===== config.mk =====
export PLATFORM = sky130hd
export DESIGN_NAME = syb_cordic
export DESIGN_NICKNAME = d
export VERILOG_FILES = /design/src/rtl/syb_pkg.sv /design/src/rtl/syb_cordic.sv
export SDC_FILE = /design/constraint.sdc
export NUM_CORES = 2
export LEC_CHECK = 0
export CAP_MARGIN = 20
export CORE_ASPECT_RATIO = 0.7
export CORE_UTILIZATION = 63
export DETAILED_ROUTE_END_ITERATION = 16
export DONT_BUFFER_PORTS = 1
export GPL_ROUTABILITY_DRIVEN = 1
export PLACE_DENSITY_LB_ADDON = 0.25
export SYNTH_ARGS = -nofsm -noshare
export SYNTH_HDL_FRONTEND = slang
export SYNTH_SLANG_ARGS = --single-unit

===== constraint.sdc =====
create_clock -name i_clk -period 7.65 [get_ports i_clk]
set_clock_uncertainty 0.15 [all_clocks]
set_input_delay 0 -clock i_clk [delete_from_list [all_inputs] [get_ports i_clk]]
set_output_delay 0 -clock i_clk [all_outputs]
set_load 0.01 [all_outputs]

===== src/rtl/syb_pkg.sv =====
`default_nettype none
package syb_pkg;

    localparam int POS_WIDTH_DEF    = 24;
    localparam int CORDIC_STEPS_DEF = 16;

    localparam int BASIS_W  = 15;          // Q1.14 basis components
    localparam int SQ_W     = 30;          // sum of three basis squares
    localparam int RT_W     = SQ_W + 1;    // isqrt remainder / partial root
    localparam int LEN_W    = 15;          // final root width
    localparam int SQRT_STEPS     = 16;
    localparam int SQRT_PER_STAGE = 4;
    localparam int SQRT_STAGES    = SQRT_STEPS / SQRT_PER_STAGE;

    localparam int NORM_W   = 30;          // magnitudes held below 2^30
    localparam int CW       = 33;          // CORDIC x/y width
    localparam int ZW       = 33;          // angle accumulator width
    localparam int ATAN_W   = 29;
    localparam int MAXYAW_W = 15;
    localparam int TOL_W    = 8;
    localparam int YAW_W    = 16;
    localparam int CFG_IDX_W  = 2;
    localparam int CFG_DATA_W = 15;

    localparam logic [31:0] HALF_TURN_FX = 32'd1179648000;
    localparam int          YAW_LIM      = 18000;

    localparam logic [CFG_IDX_W-1:0] CFG_MAX_ABS_YAW    = 2'd0;
    localparam logic [CFG_IDX_W-1:0] CFG_FLATTEN_Z      = 2'd1;
    localparam logic [CFG_IDX_W-1:0] CFG_ZERO_TOLERANCE = 2'd2;

    typedef struct packed {
        logic adv;
        logic vld;
    } t_pipe_ctl;

    typedef struct packed {
        logic [RT_W-1:0] v;
        logic [RT_W-1:0] res;
    } t_sqrt;

    function automatic t_sqrt sqrt_step(input t_sqrt s, input int unsigned j);
        logic [RT_W-1:0] pw;
        logic [RT_W-1:0] t;
        t_sqrt           r;
        pw = RT_W'(1) << (SQ_W - 2 * j);
        t  = s.res + pw;
        if (s.v >= t) begin
            r.v   = s.v - t;
            r.res = (s.res >> 1) + pw;
        end else begin
            r.v   = s.v;
            r.res = s.res >> 1;
        end
        return r;
    endfunction

    // atan(2^-i) in 1/65536 centidegree
    function automatic logic [ATAN_W-1:0] atan_entry(input int unsigned i);
        logic [ATAN_W-1:0] a;
        unique case (i)
            0:  a = 29'd294912000;
            1:  a = 29'd174096719;
            2:  a = 29'd91987925;
            3:  a = 29'd46694507;
            4:  a = 29'd23437865;
            5:  a = 29'd11730358;
            6:  a = 29'd5866610;
            7:  a = 29'd2933484;
            8:  a = 29'd1466764;
            9:  a = 29'd733385;
            10: a = 29'd366693;
            11: a = 29'd183346;
            12: a = 29'd91673;
            13: a = 29'd45837;
            14: a = 29'd22918;
            15: a = 29'd11459;
            16: a = 29'd5730;
            17: a = 29'd2865;
            18: a = 29'd1432;
            19: a = 29'd716;
            20: a = 29'd358;
            21: a = 29'd179;
            22: a = 29'd90;
            23: a = 29'd45;
            default: a = '0;
        endcase
        return a;
    endfunction

endpackage
`default_nettype wire


===== src/rtl/syb_cordic.sv =====
`default_nettype none
module syb_cordic
    import syb_pkg::*;
#(
    parameter int STEPS  = CORDIC_STEPS_DEF,
    parameter int SIDE_W = 1
) (
    input  wire logic                i_clk,
    input  wire logic                i_rst_n,
    input  wire t_pipe_ctl           i_ctl,
    input  wire logic signed [CW-1:0] i_x,
    input  wire logic signed [CW-1:0] i_y,
    input  wire logic signed [ZW-1:0] i_z,
    input  wire logic [SIDE_W-1:0]   i_side,
    output logic                     o_vld,
    output logic signed [ZW-1:0]     o_z,
    output logic [SIDE_W-1:0]        o_side
);

    logic signed [CW-1:0] r_x    [STEPS];
    logic signed [CW-1:0] r_y    [STEPS];
    logic signed [ZW-1:0] r_z    [STEPS];
    logic [SIDE_W-1:0]    r_side [STEPS];
    logic                 r_vld  [STEPS];

    for (genvar k = 0; k < STEPS; k++) begin : g_step
        logic signed [CW-1:0] x, y, n_x, n_y;
        logic signed [ZW-1:0] z, n_z;
        assign x = (k == 0) ? i_x : r_x[k-1];
        assign y = (k == 0) ? i_y : r_y[k-1];
        assign z = (k == 0) ? i_z : r_z[k-1];

        always_comb begin
            // shifts floor toward minus infinity
            if (!y[CW-1] && (y != '0)) begin
                n_x = x + (y >>> k);
                n_y = y - (x >>> k);
                n_z = z + $signed(ZW'(atan_entry(k)));
            end else begin
                n_x = x - (y >>> k);
                n_y = y + (x >>> k);
                n_z = z - $signed(ZW'(atan_entry(k)));
            end
        end

        always_ff @(posedge i_clk) begin
            if (!i_rst_n) begin
                r_vld[k] <= 1'b0;
            end else if (i_ctl.adv) begin
                r_vld[k] <= (k == 0) ? i_ctl.vld : r_vld[k-1];
            end
            if (i_ctl.adv) begin
                r_x[k]    <= n_x;
                r_y[k]    <= n_y;
                r_z[k]    <= n_z;
                r_side[k] <= (k == 0) ? i_side : r_side[k-1];
            end
        end
    end

    assign o_vld  = r_vld[STEPS-1];
    assign o_z    = r_z[STEPS-1];
    assign o_side = r_side[STEPS-1];

endmodule
`default_nettype wire


==> impl_metrics.yaml <==
status:
  status: "finished clean"
yosys:
  synth-main-ff-cell: "edfxtp_1"
  post_synth.cell_area_avg_um2: 9.48
  synth_top_area_frac: 0.348
  yosys-top-cells-count: "edfxtp_1 (1501), ha_1 (1457), a21oi_1 (1300)"
  post-synth-top-count-cell: "edfxtp_1"
  yosys.area.top_type: "edfxtp_1"
  synth_edf_count: 1501
  synthArstFlopShare: 0
  yosysUniqueCellTypes: 83
  seq_area_frac_synth: 0.349
  netlist_area_um2: 129000
  yosys_warnings: 0
  synth_cells: 13600
  yosys-top-cells-area: "edfxtp_1 (35%), ha_1 (14%), xnor2_1 (8.7%)"
  ys_ff_latch: 1502
grt:
  gr-total-overflow: 0
  grt_usage: 0.353
  grt_pass1_wl_mm: 582
  grt_max_degree: 187
  grt_pass1_vias: 103000
  antenna_found_initial: 11
timing:
  relSlewSlack: 0.250
  hold_viol_final: 0
  fmax_mhz: 138
  post-route-min-period_ns: 7.24
  drv_slew: 0
  worst_pin_slew_ns: 1.12
  period_share: 0.946
  setup_violations: 0
clocking:
  clkLatencyLatePin_ns: 0.86
  cts_root_buffer: "clkbuf_16"
  clock_path_buffers: 4
  cts_inserted_buffers: 169
  clk_pin_slew_worst_paths_ns: 0.06
  cts.sinks: 1502
  htree_levels: 4
  post-cts-setup-buffers: 0
  cts_tree: "yes"
critical_path:
  cp_max_fo: 9
  crit_path_start_kind: "flip-flop"
  worstPathRequired_ns: 8.14
  path_class: "reg -> reg"
  cp.arrival_ns: 7.72
  cp-end-kind: "flip-flop"
placed_design:
  routabilityCongestion: 1.05
  placed_area_um2: 133000
  dp_hpwl_mm: 292
  port_buffers: 0
die:
  coreArea_um2: 203000
  num_rows: 138
  die_h_um: 381
  io-pin-count: 139
  dieArea_um2: 207000
  fp.dieW_um: 544
  start_util: 0.637
routing:
  vias: 109000
  wl_mm: 375
  viasPerCell: 6.50
  first_pass_iters: 9
  drt_iter0_markers: 12300
  ant_nets: 0
  route.detailed.drc: 0
  wl_per_cell_um: 22.3
final_layout:
  syn_to_final_growth_pct: 9.07
  final_cell_area_um2: 141000
  layout.nets: 15600
  drive_gt1_frac: 0.0344
  fillers: 15500
hold_path:
  min_path_type: "in -> reg"
flow_run:
  max-cap-violations: 0
[cells by family (layout without fill, tap and decap cells)]
group,after synthesis,in the layout,synth area share
compound gates,4211,4211,0.208
xor+xnor,1881,1881,0.127
buf+inv,871,1273,0.0253
other cells,1,38,0.0000290
simple gates,3613,3613,0.138
mux,63,63,0.00490
fa+ha+maj,1502,1502,0.148
flops,1502,1502,0.349
[layout by cell type, fill, tap and decap left out, drive strengths merged, types with 253 or more instances in the layout]
cell type | netlist | final
nand2b | 253 | 253
xor2 | 599 | 599
a21oi | 1300 | 1300
xnor2 | 1282 | 1282
edfxtp | 1501 | 1501
nor3 | 325 | 325
nand2 | 798 | 798
o21ai | 835 | 835
ha | 1457 | 1457
nor2 | 958 | 958
dlygate4sd3 | 0 | 256
inv | 637 | 647
a21o | 639 | 639
[worst max-delay path, cell delays in order, from the launching register on]
cell	delay, ns
edfxtp_1	0.45
or4_4	0.60
or4_1	0.50
or4_1	0.47
or4_1	0.42
or4_1	0.43
nand4b_4	0.27
nand2_4	0.17
inv_1	0.23
buf_4	0.26
ha_1	0.34
nor2b_1	0.14
o21ai_0	0.10
a21boi_0	0.33
o211ai_1	0.12
a21boi_0	0.24
o21ai_0	0.21
a211oi_1	0.44
nor3_1	0.14
o31ai_1	0.34
mux2_2	0.37
a211oi_1	0.29
[registers in the layout, indices dropped and copies added (netlist names)]
signal,cells
r_vld,16
r_y,495
r_side,16
r_z,528
r_x,447
[repair_timing]
item | in CTS | in global routing
setup endpoints to repair | 0 | 22
hold buffers | 256 | 0
resized for setup | 0 | 4
endpoints found under the hold margin | 465 | 0
[stage by stage]
stage               instances  hold WS [ns]  setup WS [ns]  setup TNS, ns   util
floorplan               13700       -0.0511          0.973              0      -
global placement        16300       -0.0511          0.434              0  0.654
detailed placement      16300       -0.0511          0.224              0  0.654
CTS                     16800        0.0247          0.179              0  0.695
global route            16800        0.0782       -0.00355       -0.00355  0.695
finish                  16800        0.0718          0.413              0  0.695
[cell type report]
type | count | area [um2] | share of cell area
clock buffer | 192 | 4380 | 0.0310
sequential | 1502 | 45100 | 0.320
clock inverter | 102 | 1290 | 0.00912
multi-input combinational | 11300 | 81200 | 0.575
antenna | 2 | 5.00 | 0.0000355
inverter | 640 | 2400 | 0.0170
tap | 2730 | 3420 | 0.0242
timing repair buffer | 339 | 3320 | 0.0235
[final timing paths]
path	from	endpoint	slack, ns	depth (start not counted)
min	i_y[32]	r_x[0][32]	0.07	3
min reg2reg	r_side[0][3]	r_side[0][4]	0.23	0
max reg2reg	r_y[1][145]	r_z[1][191]	0.41	21
max	r_y[1][145]	r_z[1][191]	0.41	21
[metal layers]
metal	global-route usage	vias up	part of all wire
li1	-	51500	-
met1	0.496	51800	0.44
met2	0.540	5140	0.43
met3	0.0631	881	0.089
met4	0.137	16	0.044
met5	0	-	0.00027
Power is not shown: default switching activity piles up to over one toggle a cycle in this logic, so the estimate is an artifact.
