--- src/rtl/syb_pkg.sv ---
`default_nettype none
package syb_pkg;

    localparam int POS_WIDTH_DEF    = 24;
    localparam int CORDIC_STEPS_DEF = 16;

    localparam int BASIS_W  = 15;          // Q1.14 basis components
    localparam int SQ_W     = 30;          // sum of three basis squares
    localparam int RT_W     = SQ_W + 1;    // isqrt remainder / partial root
    localparam int LEN_W    = 15;          // final root width
    localparam int SQRT_STEPS     = 16;
    localparam int SQRT_PER_STAGE = 4;
    localparam int SQRT_STAGES    = SQRT_STEPS / SQRT_PER_STAGE;

    localparam int NORM_W   = 30;          // magnitudes held below 2^30
    localparam int CW       = 33;          // CORDIC x/y width
    localparam int ZW       = 33;          // angle accumulator width
    localparam int ATAN_W   = 29;
    localparam int MAXYAW_W = 15;
    localparam int TOL_W    = 8;
    localparam int YAW_W    = 16;
    localparam int CFG_IDX_W  = 2;
    localparam int CFG_DATA_W = 15;

    localparam logic [31:0] HALF_TURN_FX = 32'd1179648000;
    localparam int          YAW_LIM      = 18000;

    localparam logic [CFG_IDX_W-1:0] CFG_MAX_ABS_YAW    = 2'd0;
    localparam logic [CFG_IDX_W-1:0] CFG_FLATTEN_Z      = 2'd1;
    localparam logic [CFG_IDX_W-1:0] CFG_ZERO_TOLERANCE = 2'd2;

    typedef struct packed {
        logic adv;
        logic vld;
    } t_pipe_ctl;

    typedef struct packed {
        logic [RT_W-1:0] v;
        logic [RT_W-1:0] res;
    } t_sqrt;

    function automatic t_sqrt sqrt_step(input t_sqrt s, input int unsigned j);
        logic [RT_W-1:0] pw;
        logic [RT_W-1:0] t;
        t_sqrt           r;
        pw = RT_W'(1) << (SQ_W - 2 * j);
        t  = s.res + pw;
        if (s.v >= t) begin
            r.v   = s.v - t;
            r.res = (s.res >> 1) + pw;
        end else begin
            r.v   = s.v;
            r.res = s.res >> 1;
        end
        return r;
    endfunction

    // atan(2^-i) in 1/65536 centidegree
    function automatic logic [ATAN_W-1:0] atan_entry(input int unsigned i);
        logic [ATAN_W-1:0] a;
        unique case (i)
            0:  a = 29'd294912000;
            1:  a = 29'd174096719;
            2:  a = 29'd91987925;
            3:  a = 29'd46694507;
            4:  a = 29'd23437865;
            5:  a = 29'd11730358;
            6:  a = 29'd5866610;
            7:  a = 29'd2933484;
            8:  a = 29'd1466764;
            9:  a = 29'd733385;
            10: a = 29'd366693;
            11: a = 29'd183346;
            12: a = 29'd91673;
            13: a = 29'd45837;
            14: a = 29'd22918;
            15: a = 29'd11459;
            16: a = 29'd5730;
            17: a = 29'd2865;
            18: a = 29'd1432;
            19: a = 29'd716;
            20: a = 29'd358;
            21: a = 29'd179;
            22: a = 29'd90;
            23: a = 29'd45;
            default: a = '0;
        endcase
        return a;
    endfunction

endpackage
`default_nettype wire

--- src/rtl/syb_isqrt.sv ---
`default_nettype none
module syb_isqrt
    import syb_pkg::*;
#(
    parameter int SIDE_W = 1
) (
    input  wire logic              i_clk,
    input  wire logic              i_rst_n,
    input  wire t_pipe_ctl         i_ctl,
    input  wire logic [SQ_W-1:0]   i_sf,
    input  wire logic [SQ_W-1:0]   i_sr,
    input  wire logic [SIDE_W-1:0] i_side,
    output logic                   o_vld,
    output logic [LEN_W-1:0]       o_nf,
    output logic [LEN_W-1:0]       o_nr,
    output logic [SIDE_W-1:0]      o_side
);

    t_sqrt             r_f    [SQRT_STAGES];
    t_sqrt             r_r    [SQRT_STAGES];
    logic [SIDE_W-1:0] r_side [SQRT_STAGES];
    logic              r_vld  [SQRT_STAGES];

    for (genvar k = 0; k < SQRT_STAGES; k++) begin : g_stage
        t_sqrt n_f;
        t_sqrt n_r;
        always_comb begin
            t_sqrt f;
            t_sqrt r;
            if (k == 0) begin
                f.v = RT_W'(i_sf); f.res = '0;
                r.v = RT_W'(i_sr); r.res = '0;
            end else begin
                f = r_f[k-1];
                r = r_r[k-1];
            end
            for (int j = 0; j < SQRT_PER_STAGE; j++) begin
                f = sqrt_step(f, k * SQRT_PER_STAGE + j);
                r = sqrt_step(r, k * SQRT_PER_STAGE + j);
            end
            n_f = f;
            n_r = r;
        end

        always_ff @(posedge i_clk) begin
            if (!i_rst_n) begin
                r_vld[k] <= 1'b0;
            end else if (i_ctl.adv) begin
                r_vld[k] <= (k == 0) ? i_ctl.vld : r_vld[k-1];
            end
            if (i_ctl.adv) begin
                r_f[k]    <= n_f;
                r_r[k]    <= n_r;
                r_side[k] <= (k == 0) ? i_side : r_side[k-1];
            end
        end
    end

    assign o_vld  = r_vld[SQRT_STAGES-1];
    assign o_nf   = r_f[SQRT_STAGES-1].res[LEN_W-1:0];
    assign o_nr   = r_r[SQRT_STAGES-1].res[LEN_W-1:0];
    assign o_side = r_side[SQRT_STAGES-1];

endmodule
`default_nettype wire

--- config.mk ---
export PLATFORM = sky130hd
export DESIGN_NAME = syb_isqrt
export DESIGN_NICKNAME = d
export VERILOG_FILES = /design/src/rtl/syb_pkg.sv /design/src/rtl/syb_isqrt.sv
export SDC_FILE = /design/constraint.sdc
export NUM_CORES = 1
export LEC_CHECK = 0
export ABC_CLOCK_PERIOD_IN_PS = 10600
export BUFFER_PORTS_ARGS = -buffer_cell sky130_fd_sc_hd__buf_4
export CAP_MARGIN = 20
export CELL_PAD_IN_SITES_DETAIL_PLACEMENT = 1
export CELL_PAD_IN_SITES_GLOBAL_PLACEMENT = 2
export CORE_ASPECT_RATIO = 0.6
export CORE_MARGIN = 2
export CORE_UTILIZATION = 36
export DETAILED_ROUTE_END_ITERATION = 7
export GPL_TIMING_DRIVEN = 0
export PLACE_DENSITY = 0.89
export SYNTH_ARGS = -nofsm -noshare
export SYNTH_HDL_FRONTEND = slang
export SYNTH_SLANG_ARGS = --single-unit
--- constraint.sdc ---
create_clock -name i_clk -period 10.6 [get_ports i_clk]
set_input_delay 2.12 -clock i_clk [delete_from_list [all_inputs] [get_ports i_clk]]
set_output_delay 2.12 -clock i_clk [all_outputs]
set_load 0.005 [all_outputs]
==> impl_metrics.yaml <==
synth:
  syn_area_sq_mm: 0.02895
  synth_commonest_cells: "nor2_1 (340), a21oi_1 (307), ha_1 (282)"
  synth_ff_type: "edfxtp_1"
  syn_area_per_cell_sq_um: 8.438
  synth-edff-count: 265
  synth.most_common_cell: "nor2_1"
  synthTopCellsByArea: "edfxtp_1 (27%), ha_1 (12%), a21oi_1 (5.3%)"
  async_flop_share_pct: 0
  synth.ff_latch_count: 266
  synthCells: 3431
  syn_nets: 3778
  ys.warnings.count: 0
  ys_seq_area_share_pct: 27.56
  post-synth-top-area-cell: "edfxtp_1"
  synth.distinct_cells: 105
  yosysTopAreaCellShare_pct: 27.49
sta:
  maxSlewViolCount: 0
  tightest_slew_ps: 1069
  slew_headroom_pct: 28.75
  setup_slack_ps: 94.40
  finalHoldViolCount: 0
  finClkSkew_ps: 20.23
  min_period_ps: 10510
  setup_violations: 0
  max_freq_ghz: 0.09519
  hold_slack_ps: 419.9
  period_share_pct: 99.11
grt:
  antenna_found_initial: 1
  grt_use_met3_pct: 6.423
  grt_usage_pct: 25.28
  gr-usage-met1_pct: 42.45
  grt_pass1_wl_mm: 165.5
  grtUsageMet2_pct: 31.34
  busiest_layer: "met1"
  grt_max_degree: 120
  grt_overflow: 0
  grt_pass1_vias: 27010
power_and_ir_drop:
  swShare_pct: 52.77
  p_leak_uw: 0.01379
  p_seq_share_pct: 14.7
  combPwrFrac_pct: 76.6
  ir_drop_v: 0.0001982
  switching_power_uw: 6393
  clockPowerShare_pct: 8.8
  power_density_mw_per_mm2: 350.4
  p_int_uw: 5722
  power.total_uw: 12110
finish:
  area_growth_pct: 19.41
  nets: 4030
  finish.utilization_pct: 43.45
  antenna_cells: 0
  final_layout_size_suffix_gt1_share_pct: 17.84
  fillers: 9302
  final_cells: 4772
critical_path:
  start_kind: "register"
  ff2ff_setup_slack_ps: 90
  startpoint: "r_f[2][16]$_DFFE_PP_"
  slowest_delay_ps: 410
  crit_slowest_cell: "a21oi_1"
  required_ps: 10930
  rr_endpoint: "r_f[3][0]$_DFFE_PP_"
  critPathArrivalTime_ps: 10840
  r2r_cells: 45
  cp-end-kind: "register"
  cp_max_fo: 10
  criticalPathCategory: "reg2reg"
  r2r_start: "r_f[2][16]$_DFFE_PP_"
  cp-endpoint: "r_f[3][0]$_DFFE_PP_"
outcome:
  status: "complete, no violations"
routing:
  drt_iter0_drc: 2879
  vias: 28890
  firstDrtPassIters: 5
  drcViolationCount: 0
  wl_per_cell_um: 23.25
  ant_nets: 0
  drt_wl_total_mm: 110.9
  vias_per_cell: 6.053
floorplan:
  coreArea_sq_mm: 0.07958
  fp.dieW_um: 370.1
  io-pin-count: 97
  rows: 80
  start_util_pct: 36.38
  dieArea_sq_mm: 0.08278
  die_h_um: 223.7
placed_design:
  dp_slack_ps: -3554
  io_buffers: 96
  post-dp-hpwl_mm: 87.11
  place_congestion: 0.9366
  placed_cells: 4596
clocking:
  clk_path_buf_depth: 3
  cts_root_buf: "clkbuf_16"
  cts_tree: "done"
  clk_latency_ps: 610
  cts_max_level: 1
  cts_hold_buf: 0
  clock_sinks: 266
  cts_buffers: 30
  clkTransAtPathRegs_ps: 70
run:
  cap_violations: 0
hold_path:
  hp-class: "reg2reg"
  whs_path_depth: 0
-- worst max-delay path: cells and delay by family (launching register included) --
family	cells	cell delay [ps]
AO/OA/AOI/OAI	19	3760
AND/OR/NAND/NOR	16	3420
flip-flops	1	390
buffers and inverters	5	1150
adder cells (fa/ha/maj)	4	1280
XOR/XNOR	1	180
-- routing by layer --
metal | wire length (um) | vias to the layer above
met1 | 58080 | 14260
met5 | 0 | -
met2 | 40450 | 1076
met3 | 11150 | 87
li1 | - | 13460
met4 | 1254 | 0
-- through the flow --
step | TNS [ps] | instance area, sq um
floorplan | 0 | 28950
CTS | 0 | 33060
global placement | -119640 | 31010
detailed placement | -133620 | 31080
finish | 0 | 34570
global route | -1415 | 34570
-- power groups by stage --
| stage | clock network [uW] | logic (uW) | registers [uW] |
|---|---|---|---|
| floorplan | 0 | 6060 | 1680 |
| global placement | 0 | 7930 | 1770 |
| detailed placement | 0 | 8110 | 1770 |
| CTS | 1080 | 8470 | 1760 |
| global route | 1120 | 10000 | 1790 |
| finish | 1060 | 9280 | 1780 |
-- sequential cells by signal, indices dropped and copies added, names as in the netlist --
signal	flops
r_vld	4
r_f	129
r_r	129
r_side	4
-- cell families (layout without fill, tap and decap cells) --
group,Yosys count,in the layout,share of synthesized area [%]
muxes,80,80,2.952
buffers and inverters,268,543,3.622
DFF,266,266,27.56
adders and majority gates,282,282,12.19
and+or+nand+nor,1262,1262,22.47
xor gates and xnor gates,288,288,8.713
AOI/OAI and AO/OA,985,985,22.50
-- worst min-delay path by stage --
| stage | startpoint | end | slack, ps |
|---|---|---|---|
| final | r_side[2]$_DFFE_PP_ | r_side[3]$_DFFE_PP_ | 420 |
| after floorplan | r_side[0]$_DFFE_PP_ | r_side[1]$_DFFE_PP_ | 400 |
| after global placement | r_side[1]$_DFFE_PP_ | r_side[2]$_DFFE_PP_ | 400 |
| after detailed placement | r_side[2]$_DFFE_PP_ | r_side[3]$_DFFE_PP_ | 410 |
| after CTS | r_side[2]$_DFFE_PP_ | r_side[3]$_DFFE_PP_ | 420 |
| after global routing | r_side[1]$_DFFE_PP_ | r_side[2]$_DFFE_PP_ | 430 |
-- area by class of cell --
cell class | count | area, sq um | share of cell area, %
plain buffers | 73 | 498.0 | 1.440
clock buffers | 36 | 804.5 | 2.327
clock inverters | 19 | 155.1 | 0.4488
inverters | 188 | 768.2 | 2.222
multi-input cells | 2897 | 21270 | 61.53
flip-flops and latches | 266 | 7978 | 23.08
well taps | 1066 | 1334 | 3.858
repair buffers | 227 | 1764 | 5.103
-- cells in the final DEF (no fill, tap or decap), types with 115 or more instances in the layout --
master    netlist  routed
inv_1         180     151
nand2_1       255     250
xor2_1        115     115
a21oi_1       307     275
ha_1          282     239
xnor2_1       173     168
nor2_1        340     328
o21ai_0       153     136
buf_4           2     223
edfxtp_1      265     265
-- timing repair --
action / 4_1_cts / 5_1_grt
pin swaps: 13 / 45
buffers inserted: 52 / 74
setup endpoints to repair: 72 / 75
resized for setup: 173 / 234
cloned: 0 / 1
Note: power is estimated with default switching activity, not from simulation.
